[src/rtl/hsl2rgb_pkg.sv]
// Shared widths, constants and types of the HSL to RGB converter.
`timescale 1ns / 1ps

package hsl2rgb_pkg;

  localparam int FracBits = 16;
  localparam int ValW     = FracBits + 1;      // fraction 0..1.0 inclusive
  localparam int TurnW    = FracBits + 3;      // hue position 0..6*ONE-1
  localparam int ProdW    = 2 * ValW;          // product of two fractions
  localparam int XW       = 2 * FracBits + 2;  // channel value, 2F fraction bits
  localparam int ByteW    = 8;

  localparam logic [ValW-1:0]  One  = ValW'(1) << FracBits;
  localparam logic [ValW-1:0]  Half = ValW'(1) << (FracBits - 1);

  localparam logic [TurnW-1:0] TurnOne   = TurnW'(1) << FracBits;
  localparam logic [TurnW-1:0] TurnTwo   = TurnW'(2) << FracBits;
  localparam logic [TurnW-1:0] TurnThree = TurnW'(3) << FracBits;
  localparam logic [TurnW-1:0] TurnFour  = TurnW'(4) << FracBits;
  localparam logic [TurnW-1:0] TurnFull  = TurnW'(6) << FracBits;

  localparam logic [ByteW-1:0] ByteMax = '1;

  // Piece of the hue ramp that a channel sits on.
  typedef enum logic [1:0] {
    SegRise,
    SegHigh,
    SegFall,
    SegLow
  } seg_e;

  // Colour levels and hue positions handed from the mix unit to the channels.
  typedef struct packed {
    logic [ValW-1:0]  m1;
    logic [ValW-1:0]  m2;
    logic [TurnW-1:0] t_r;
    logic [TurnW-1:0] t_g;
    logic [TurnW-1:0] t_b;
  } mix_t;

endpackage

[src/rtl/hsl2rgb_if.sv]
// Valid/ready channel interfaces for HSL input and RGB output transactions.
`timescale 1ns / 1ps

interface hsl2rgb_hsl_if import hsl2rgb_pkg::*; ();
  logic                valid;
  logic                ready;
  logic [FracBits-1:0] hue;
  logic [ValW-1:0]     saturation;
  logic [ValW-1:0]     lightness;

  modport source (output valid, hue, saturation, lightness, input ready);
  modport sink   (input valid, hue, saturation, lightness, output ready);
endinterface

interface hsl2rgb_rgb_if import hsl2rgb_pkg::*; ();
  logic             valid;
  logic             ready;
  logic [ByteW-1:0] red;
  logic [ByteW-1:0] green;
  logic [ByteW-1:0] blue;

  modport source (output valid, red, green, blue, input ready);
  modport sink   (input valid, red, green, blue, output ready);
endinterface

[src/rtl/hsl_to_rgb_converter.sv]
// Throughput: one transaction per cycle while the output register is not stalled.
// Five register stages, the last is the output register.
// The whole pipe advances when the output register is empty or being taken.
// Reset (rst_ni, asynchronous, active low) clears only the stage valid bits.
// Data registers carry no reset; no state outlives a transaction.
`timescale 1ns / 1ps

module hsl_to_rgb_converter import hsl2rgb_pkg::*; (
  input  logic          clk_i,
  input  logic          rst_ni,
  hsl2rgb_hsl_if.sink   hsl_i,
  hsl2rgb_rgb_if.source rgb_o
);

  localparam int Stages = 5;

  logic              en;
  logic [Stages-1:0] vld_d, vld_q;
  mix_t              mix;
  logic [ByteW-1:0]  red, green, blue;

  // Advance every stage together; hold all of them while a finished
  // transaction waits at the output. Bubbles travel as cleared valid bits.
  assign en          = ~vld_q[Stages-1] | rgb_o.ready;
  assign hsl_i.ready = en;

  assign vld_d = {vld_q[Stages-2:0], hsl_i.valid};

  always_ff @(posedge clk_i or negedge rst_ni) begin
    if (!rst_ni) begin
      vld_q <= '0;
    end else if (en) begin
      vld_q <= vld_d;
    end
  end

  // Stages 1-2: clamp, the m1/m2 levels and the three hue positions.
  hsl2rgb_mix u_mix (
    .clk_i   (clk_i),
    .en_i    (en),
    .hue_i   (hsl_i.hue),
    .sat_i   (hsl_i.saturation),
    .light_i (hsl_i.lightness),
    .mix_o   (mix)
  );

  // Stages 3-5: one ramp per channel, red at hue+1/3, green at hue, blue at hue-1/3.
  hsl2rgb_chan u_chan_r (
    .clk_i  (clk_i),
    .en_i   (en),
    .m1_i   (mix.m1),
    .m2_i   (mix.m2),
    .t_i    (mix.t_r),
    .byte_o (red)
  );

  hsl2rgb_chan u_chan_g (
    .clk_i  (clk_i),
    .en_i   (en),
    .m1_i   (mix.m1),
    .m2_i   (mix.m2),
    .t_i    (mix.t_g),
    .byte_o (green)
  );

  hsl2rgb_chan u_chan_b (
    .clk_i  (clk_i),
    .en_i   (en),
    .m1_i   (mix.m1),
    .m2_i   (mix.m2),
    .t_i    (mix.t_b),
    .byte_o (blue)
  );

  assign rgb_o.valid = vld_q[Stages-1];
  assign rgb_o.red   = red;
  assign rgb_o.green = green;
  assign rgb_o.blue  = blue;

  // A stall must freeze every valid bit in the pipe.
  a_stall_holds: assert property (@(posedge clk_i) disable iff (!rst_ni)
    !en |=> $stable(vld_q))
    else $error("pipe valid bits moved during a stall");

  // An accepted transaction must occupy the first stage next cycle.
  a_accept_enters: assert property (@(posedge clk_i) disable iff (!rst_ni)
    hsl_i.valid && hsl_i.ready |=> vld_q[0])
    else $error("accepted transaction missing from first stage");

  // Input back-pressure only while a result waits at the output.
  a_ready_low_full: assert property (@(posedge clk_i) disable iff (!rst_ni)
    !hsl_i.ready |-> rgb_o.valid && !rgb_o.ready)
    else $error("input stalled without a waiting result");

endmodule

[src/rtl/hsl2rgb_mix.sv]
// Mix unit: clamps inputs, forms m1/m2 and the three hue positions (two stages).
`timescale 1ns / 1ps

module hsl2rgb_mix import hsl2rgb_pkg::*; (
  input  logic                clk_i,
  input  logic                en_i,
  input  logic [FracBits-1:0] hue_i,
  input  logic [ValW-1:0]     sat_i,
  input  logic [ValW-1:0]     light_i,
  output mix_t                mix_o
);

  localparam int SumW = ProdW + 1;

  logic [ValW-1:0]  s_c, l_c;
  logic [ValW-1:0]  s_q, l_q;
  logic [ProdW-1:0] p_d, p_q;
  logic [TurnW-1:0] t_d, t_q;

  logic [SumW-1:0]  sum_lo, sum_hi, m2_w;
  logic [ValW-1:0]  m2_c, m1_c;
  logic [ValW:0]    twol, m1_w;
  logic [TurnW-1:0] tr_sum, tr_c, tb_c;
  mix_t             mix_d, mix_q;

  // Stage 1: clamp to 1.0, one product l*s, hue position 6*h.
  assign s_c = (sat_i > One) ? One : sat_i;
  assign l_c = (light_i > One) ? One : light_i;
  assign p_d = ProdW'(l_c) * ProdW'(s_c);
  assign t_d = (TurnW'(hue_i) << 2) + (TurnW'(hue_i) << 1);

  always_ff @(posedge clk_i) begin
    if (en_i) begin
      s_q <= s_c;
      l_q <= l_c;
      p_q <= p_d;
      t_q <= t_d;
    end
  end

  // Stage 2: m2, m1 and the shifted hue positions.
  assign sum_lo = SumW'(p_q) + (SumW'(l_q) << FracBits);
  assign sum_hi = (SumW'(l_q) << FracBits) + (SumW'(s_q) << FracBits) - SumW'(p_q);
  assign m2_w   = ((l_q < Half) ? sum_lo : sum_hi) >> FracBits;
  assign m2_c   = (m2_w > SumW'(One)) ? One : m2_w[ValW-1:0];

  assign twol = {l_q, 1'b0};
  assign m1_w = (twol >= {1'b0, m2_c}) ? (twol - {1'b0, m2_c}) : '0;
  assign m1_c = (m1_w > {1'b0, One}) ? One : m1_w[ValW-1:0];

  assign tr_sum = t_q + TurnTwo;
  assign tr_c   = (tr_sum >= TurnFull) ? (tr_sum - TurnFull) : tr_sum;
  assign tb_c   = (t_q >= TurnTwo) ? (t_q - TurnTwo) : (t_q + TurnFour);

  always_comb begin
    mix_d.m1  = m1_c;
    mix_d.m2  = m2_c;
    mix_d.t_r = tr_c;
    mix_d.t_g = t_q;
    mix_d.t_b = tb_c;
  end

  always_ff @(posedge clk_i) begin
    if (en_i) begin
      mix_q <= mix_d;
    end
  end

  assign mix_o = mix_q;

endmodule

[src/rtl/hsl2rgb_chan.sv]
// One colour channel: hue ramp product, level sum and byte scaling (three stages).
`timescale 1ns / 1ps

module hsl2rgb_chan import hsl2rgb_pkg::*; (
  input  logic             clk_i,
  input  logic             en_i,
  input  logic [ValW-1:0]  m1_i,
  input  logic [ValW-1:0]  m2_i,
  input  logic [TurnW-1:0] t_i,
  output logic [ByteW-1:0] byte_o
);

  localparam int ScW = XW + ByteW;

  logic [ValW-1:0]  d_c, f_c;
  logic [TurnW-1:0] fall_c;
  seg_e             seg_c, seg_q;
  logic [ProdW-1:0] prod_d, prod_q;
  logic [ValW-1:0]  m1_q, m2_q;
  logic [XW-1:0]    x_d, x_q;
  logic [ScW-1:0]   sc_c, sc_hi;
  logic [ByteW-1:0] byte_d, byte_q;

  // Stage 3: pick the ramp piece and its slope factor, multiply.
  assign d_c    = (m2_i >= m1_i) ? (m2_i - m1_i) : '0;
  assign fall_c = TurnFour - t_i;

  always_comb begin
    if (t_i < TurnOne) begin
      seg_c = SegRise;
      f_c   = t_i[ValW-1:0];
    end else if (t_i < TurnThree) begin
      seg_c = SegHigh;
      f_c   = '0;
    end else if (t_i < TurnFour) begin
      seg_c = SegFall;
      f_c   = fall_c[ValW-1:0];
    end else begin
      seg_c = SegLow;
      f_c   = '0;
    end
  end

  assign prod_d = ProdW'(d_c) * ProdW'(f_c);

  always_ff @(posedge clk_i) begin
    if (en_i) begin
      prod_q <= prod_d;
      seg_q  <= seg_c;
      m1_q   <= m1_i;
      m2_q   <= m2_i;
    end
  end

  // Stage 4: channel level with 2F fraction bits.
  always_comb begin
    case (seg_q)
      SegHigh: x_d = XW'(m2_q) << FracBits;
      default: x_d = (XW'(m1_q) << FracBits) + XW'(prod_q);
    endcase
  end

  always_ff @(posedge clk_i) begin
    if (en_i) begin
      x_q <= x_d;
    end
  end

  // Stage 5: floor(x*255), capped.
  assign sc_c   = (ScW'(x_q) << ByteW) - ScW'(x_q);
  assign sc_hi  = sc_c >> (2 * FracBits);
  assign byte_d = (sc_hi > ScW'(ByteMax)) ? ByteMax : sc_hi[ByteW-1:0];

  always_ff @(posedge clk_i) begin
    if (en_i) begin
      byte_q <= byte_d;
    end
  end

  assign byte_o = byte_q;

endmodule
[src/flat_wrapper.sv]
// flat-port wrapper written by rule: the top's interface ports become plain ports
module hsl_to_rgb_converter_flat import hsl2rgb_pkg::*;
  (clk_i, rst_ni, hsl_i_valid, hsl_i_hue, hsl_i_saturation, hsl_i_lightness, hsl_i_ready, rgb_o_valid, rgb_o_red, rgb_o_green, rgb_o_blue, rgb_o_ready);
  hsl2rgb_hsl_if hsl_i_i ();
  hsl2rgb_rgb_if rgb_o_i ();
  input  logic clk_i;
  input  logic rst_ni;
  input wire logic [$bits(hsl_i_i.valid)-1:0] hsl_i_valid;
  input wire logic [$bits(hsl_i_i.hue)-1:0] hsl_i_hue;
  input wire logic [$bits(hsl_i_i.saturation)-1:0] hsl_i_saturation;
  input wire logic [$bits(hsl_i_i.lightness)-1:0] hsl_i_lightness;
  output wire logic [$bits(hsl_i_i.ready)-1:0] hsl_i_ready;
  output wire logic [$bits(rgb_o_i.valid)-1:0] rgb_o_valid;
  output wire logic [$bits(rgb_o_i.red)-1:0] rgb_o_red;
  output wire logic [$bits(rgb_o_i.green)-1:0] rgb_o_green;
  output wire logic [$bits(rgb_o_i.blue)-1:0] rgb_o_blue;
  input wire logic [$bits(rgb_o_i.ready)-1:0] rgb_o_ready;
  assign hsl_i_i.valid = hsl_i_valid;
  assign hsl_i_i.hue = hsl_i_hue;
  assign hsl_i_i.saturation = hsl_i_saturation;
  assign hsl_i_i.lightness = hsl_i_lightness;
  assign hsl_i_ready = hsl_i_i.ready;
  assign rgb_o_valid = rgb_o_i.valid;
  assign rgb_o_red = rgb_o_i.red;
  assign rgb_o_green = rgb_o_i.green;
  assign rgb_o_blue = rgb_o_i.blue;
  assign rgb_o_i.ready = rgb_o_ready;
  hsl_to_rgb_converter u_core (.clk_i(clk_i), .rst_ni(rst_ni), .hsl_i(hsl_i_i), .rgb_o(rgb_o_i));
endmodule
[config.mk]
export PLATFORM = sky130hd
export DESIGN_NAME = hsl_to_rgb_converter_flat
export DESIGN_NICKNAME = d
export VERILOG_FILES = /design/src/rtl/hsl2rgb_pkg.sv /design/src/rtl/hsl2rgb_if.sv /design/src/rtl/hsl_to_rgb_converter.sv /design/src/rtl/hsl2rgb_mix.sv /design/src/rtl/hsl2rgb_chan.sv /design/src/flat_wrapper.sv
export SDC_FILE = /design/constraint.sdc
export NUM_CORES = 2
export LEC_CHECK = 0
export BUFFER_PORTS_ARGS = -buffer_cell sky130_fd_sc_hd__buf_2
export CAP_MARGIN = 30
export CORE_UTILIZATION = 67
export DETAILED_ROUTE_END_ITERATION = 8
export PLACE_DENSITY_LB_ADDON = 0.15
export SLEW_MARGIN = 20
export SYNTH_ARGS = -nofsm -noshare
export SYNTH_HDL_FRONTEND = slang
export SYNTH_SLANG_ARGS = --single-unit
[constraint.sdc]
create_clock -name clk_i -period 31.3 [get_ports clk_i]
set_input_delay 9.39 -clock clk_i [delete_from_list [all_inputs] [get_ports clk_i]]
set_output_delay 9.39 -clock clk_i [all_outputs]
set_load 0.01 [all_outputs]
* After elaboration in Yosys (flattened, before gate mapping)
Index checks and enable logic that the tools add are counted.
** Storage, ports and cells
- Register bits :: 451
- Input port bits :: 54
- Output and inout port bits :: 26
** Operators by class
- Add/subtract/negate cells :: 19
- Multipliers :: 4
- Order comparisons :: 21
- Equal/unequal tests :: 3
- Multiplexer cells :: 26
- Bitwise gates (word level) :: 2
- Reduce and logical (&&, ||, !) cells :: 3
** Operators by type and width (number)
- $mux W17 :: 13
- $mul A17 B17 Y34 :: 4
- $sub A42 B34 Y42 :: 3
- $add A33 B34 Y34 :: 3
- $mux W33 :: 3
- $lt A19 B17 Y1 const B :: 3
- $lt A19 B18 Y1 const B :: 3
- $lt A19 B19 Y1 const B :: 3
- $sub A1 B17 Y17 const A :: 3
- $mux W19 :: 2
- $add A34 B33 Y35 :: 1
- $mux W35 :: 1
- $sub A34 B34 Y35 :: 1
- $add A33 B33 Y34 :: 1
- $gt A17 B17 Y1 const B :: 2
- $gt A10 B8 Y1 const B :: 3
- $add A18 B17 Y19 :: 1
- $add A19 B18 Y19 const B :: 1
- $add A19 B19 Y19 const B :: 1
- $ge A19 B18 Y1 const B :: 1
- $ge A19 B19 Y1 const B :: 1
- $gt A19 B17 Y1 const B :: 1
- $sub A19 B18 Y19 const B :: 1
- $sub A19 B19 Y19 const B :: 1
- other kinds (12) :: 21

* Longest topological paths before layout
- Word-level depth :: 8
- Gate-level depth with buffers :: 44

* By module
Synthesis repeated with hierarchy kept, for this count alone.
** Unflattened totals
- Cell total of the unflattened synthesis :: 7400
- Area total of the unflattened synthesis :: 68131.6 µm²
** Modules (own cells, without submodules)
- hsl2rgb_mix :: instances 1, cells an instance 1983, area each 18433.9 µm², seq. area each 4264.1 µm²
- hsl2rgb_chan at u_core.u_chan_g :: instances 1, cells an instance 1891, area each 17060.1 µm², seq. area each 3363.2 µm²
- hsl2rgb_chan at u_core.u_chan_b :: instances 1, cells an instance 1750, area each 16323.2 µm², seq. area each 3363.2 µm²
- hsl2rgb_chan at u_core.u_chan_r :: instances 1, cells an instance 1764, area each 16096.7 µm², seq. area each 3363.2 µm²
- hsl_to_rgb_converter :: instances 1, cells an instance 12, area each 217.7 µm², seq. area each 125.1 µm²

* Worst setup path before layout
OpenSTA, ideal clock, no wires.
- Path type :: input to output
- From :: input rgb_o_ready
- To :: output hsl_i_ready
- Arrival :: 20.616 ns
- Path slack :: 1.294 ns
- Stages on the path :: 2
- Buffers on the path :: 1
- Path through :: nand2b_1 > clkbuf_1
** On the way
- Longest elaborated chain between the ends :: 1
** RTL lines
- from (decl) :: line flat_wrapper.sv:17 : input wire logic [$bits(rgb_o_i.ready)-1:0] rgb_o_ready;
- $or A1 B1 Y1 :: line hsl_to_rgb_converter.sv:24 : assign en = ~vld_q[Stages-1] | rgb_o.ready;
- to (decl) :: line flat_wrapper.sv:12 : output wire logic [$bits(hsl_i_i.ready)-1:0] hsl_i_ready;
No other way between the ends.

* Worst setup path after layout
Ends and elaborated chain as after synthesis.

==> run metrics <==
Port Buf Inserts 79; Post-CTS Hold Fix Bufs 0; RSZ-0062 raised after global routing no; Final Max Slew Viols 0; cell count after synthesis about 6500; WL final 169000 µm; die width 303 µm; cell family with most CP delay buffers and inverters; minimum clock period 19.42 ns; post-synthesis sequential area ratio 20.2%; H-Tree Depth 2; most used cell, CP buf_2; CTS sink cnt around 410; most common cell after layout, fill and taps aside inv_1; crit path DAT 10.03 ns; EDFF count, synth 404; total gr overflow 0; run status complete, no violations; Netlist Area Pre-Place 60700 µm²; worst setup margin 11.88 ns; Crit path buffers/inverters 2; Post-Syn Area per Cell between 9 and 10 µm²; CP startpoint kind primary input; final setup fails 0; drt drc 0; Post-Route Utilization 71.5%; vias per cell 6.15; # Post-CTS Setup Buffers 0; Yosys Warn Count 0; wire length per cell 21.9 µm; WP data required 21.91 ns; Slew HR 7.82%; total number of vias ~47000; Die Y 303 µm; post-synth cell types 78; Synth Net Count 8148; largest net degree at the start of global routing 213; Routed Antenna Nets 0; # rows 110; global placer's final weighted congestion 0.994; crit end category primary output; fill cell count 6728; clk_lat worst skew 0.63 ns; CTS tree built; Layout area overhead 5.89%; Worst Clk Skew about 0.026 ns; max frequency around 0.051 GHz; crit-path max FO 8; Core Box Area 89900 µm²; setup TNS 0 ns; Initial DRC Count roughly 4300; most frequent cells in the layout 1323 x inv_1, 872 x fa_1, 676 x ha_1; antenna violations before repair 9; post-CTS sizing 0; max_cap viols 0; Clock Pin Slew Worst Setup and Hold Paths 0.06 ns; starting density of the core 67.6%; CP Cell Sequence buf_2 -> nand2b_4 -> buf_2; die area around 90000 µm²; class of the worst hold path reg -> reg; slowest CP cell nand2b_4; Final #Nets 8086; #FFs+latches synth 409; Num CTS Buffers 48; first-pass GRT wire length approximately 260000 µm; post-place setup slack 11.89 ns; CTS Root Cell clkbuf_16; vias in the first global route 48000; share of cells above drive strength 1 5.35%; final period utilization 62.1%; # IOs 80; gr usage total between 30 and 40%; CP max stage delay 0.31 ns; Clock Path Buffers 3; Slew @ Worst Pin between 1 and 1.5 ns; DPL Wire Length 130000 µm; Hold Vio Cnt, Final 0; WS Path Type in -> out; drt pass-1 iters 8; Top FF cell, synth edfxtp_1; Post-synth ARST share 1.22%
==> layout make-up <==
cell class | instances | area, µm² | area share (%)
diodes | 4 | 10.0 | 0.0156
clock buffers | 53 | 1220 | 1.90
clock inverters | 37 | 493 | 0.767
inverters | 1325 | 4970 | 7.74
multi-input cells | 4523 | 42700 | 66.4
flip-flops and latches | 409 | 12300 | 19.1
well taps | 1176 | 1470 | 2.29
repair buffers | 177 | 1210 | 1.88
==> final timing paths <==
path | startpoint | to | slack [ns] | cells past startpoint
max in group asynchronous | rst_ni | u_core.vld_q[1] | 22.59 | 1
min | u_core.u_mix.t_q[8] | u_core.u_mix.mix_o[8] | 0.42 | 0
min in group asynchronous | rst_ni | u_core.vld_q[3] | 8.58 | 1
max reg2reg | u_core.u_mix.mix_o[58] | u_core.u_chan_b.prod_q[33] | 18.91 | 37
min reg2reg | u_core.u_mix.t_q[8] | u_core.u_mix.mix_o[8] | 0.42 | 0
max | rgb_o_ready | hsl_i_ready | 11.88 | 3
==> worst register-to-register path: cells and delay by family (launching register included) <==
kind,cells,cell delay [ns]
DFF,1,0.46
xor gates and xnor gates,1,0.62
adders and majority gates,8,3.30
and+or+nand+nor,4,0.56
AOI/OAI and AO/OA,18,5.50
buffers and inverters,6,1.65
==> metrics by stage <==
stage,hold slack (ns),std cells,area [µm²]
CTS,0.419,7690,64100
detailed placement,0.405,7600,62400
floorplan,0.400,6546,60700
finish,0.416,7704,64300
global route,0.426,7701,64300
global placement,0.403,7592,62400
==> cells by family (layout without fill, tap and decap cells) <==
group	count (synthesis)	count (layout)	synth area share (%)
simple gates	1984	1984	15.6
buf+inv	1614	1592	10.1
fa+ha+maj	1548	1548	42.7
compound gates	746	746	7.94
flops	409	409	20.2
xor+xnor	238	238	3.43
mux	7	7	0.126
other cells	0	4	0
==> per-layer routing <==
layer / routed length [µm] / global-route usage (%) / part of all wire (%)
met1: 61900 / 46.7 / 37
met2: 77400 / 61.0 / 46
met3: 17000 / 7.88 / 10
met4: 12600 / 23.8 / 7.5
met5: 77 / 0 / 0.046
==> registers in the layout, indices dropped and copies added, names as in the netlist, 8 cells and up <==
signal,cells
u_core.u_chan_g.x_q,33
u_core.u_chan_r.prod_q,33
u_core.u_chan_b.x_q,33
u_core.u_mix.l_q,17
u_core.u_chan_g.byte_o,8
u_core.u_chan_r.x_q,33
u_core.u_chan_b.m1_q,17
u_core.u_chan_b.byte_o,8
u_core.u_chan_b.prod_q,33
u_core.u_mix.t_q,18
u_core.u_chan_g.prod_q,33
u_core.u_mix.p_q,34
u_core.u_mix.s_q,17
u_core.u_chan_b.m2_q,17
u_core.u_chan_r.byte_o,8
u_core.u_mix.mix_o,56
==> cell usage after synthesis, drive strengths merged, types with 11 or more instances <==
cell type  count  area (µm²)
o21ai        153         766
o21a          32         240
nor4          24         150
a21boi        20         150
ha           676        8460
and2          72         450
nor3         388        1990
edfxtp       404       12100
nand2b        45         282
a211oi        18         140
buf           49         235
fa           872       17500
xor2          63         552
o211ai        19         143
a21o          79         593
nand3        362        1810
nor2         389        1460
o21bai        19         143
a22oi         17         128
o31a          25         219
a31oi         20         125
nor3b         11        82.6
inv         1323        4970
xnor2        175        1530
or3           69         467
o2111ai       14         123
nand2        474        1780
or2           23         144
nor2b         36         225
o31ai         43         328
and3          50         313
clkbuf       240         901
nand4         18         113
a21oi        217        1090
Power is left out: the tool's default activity adds up to more than one toggle a clock period on the data nets, which glitch-free logic cannot reach.
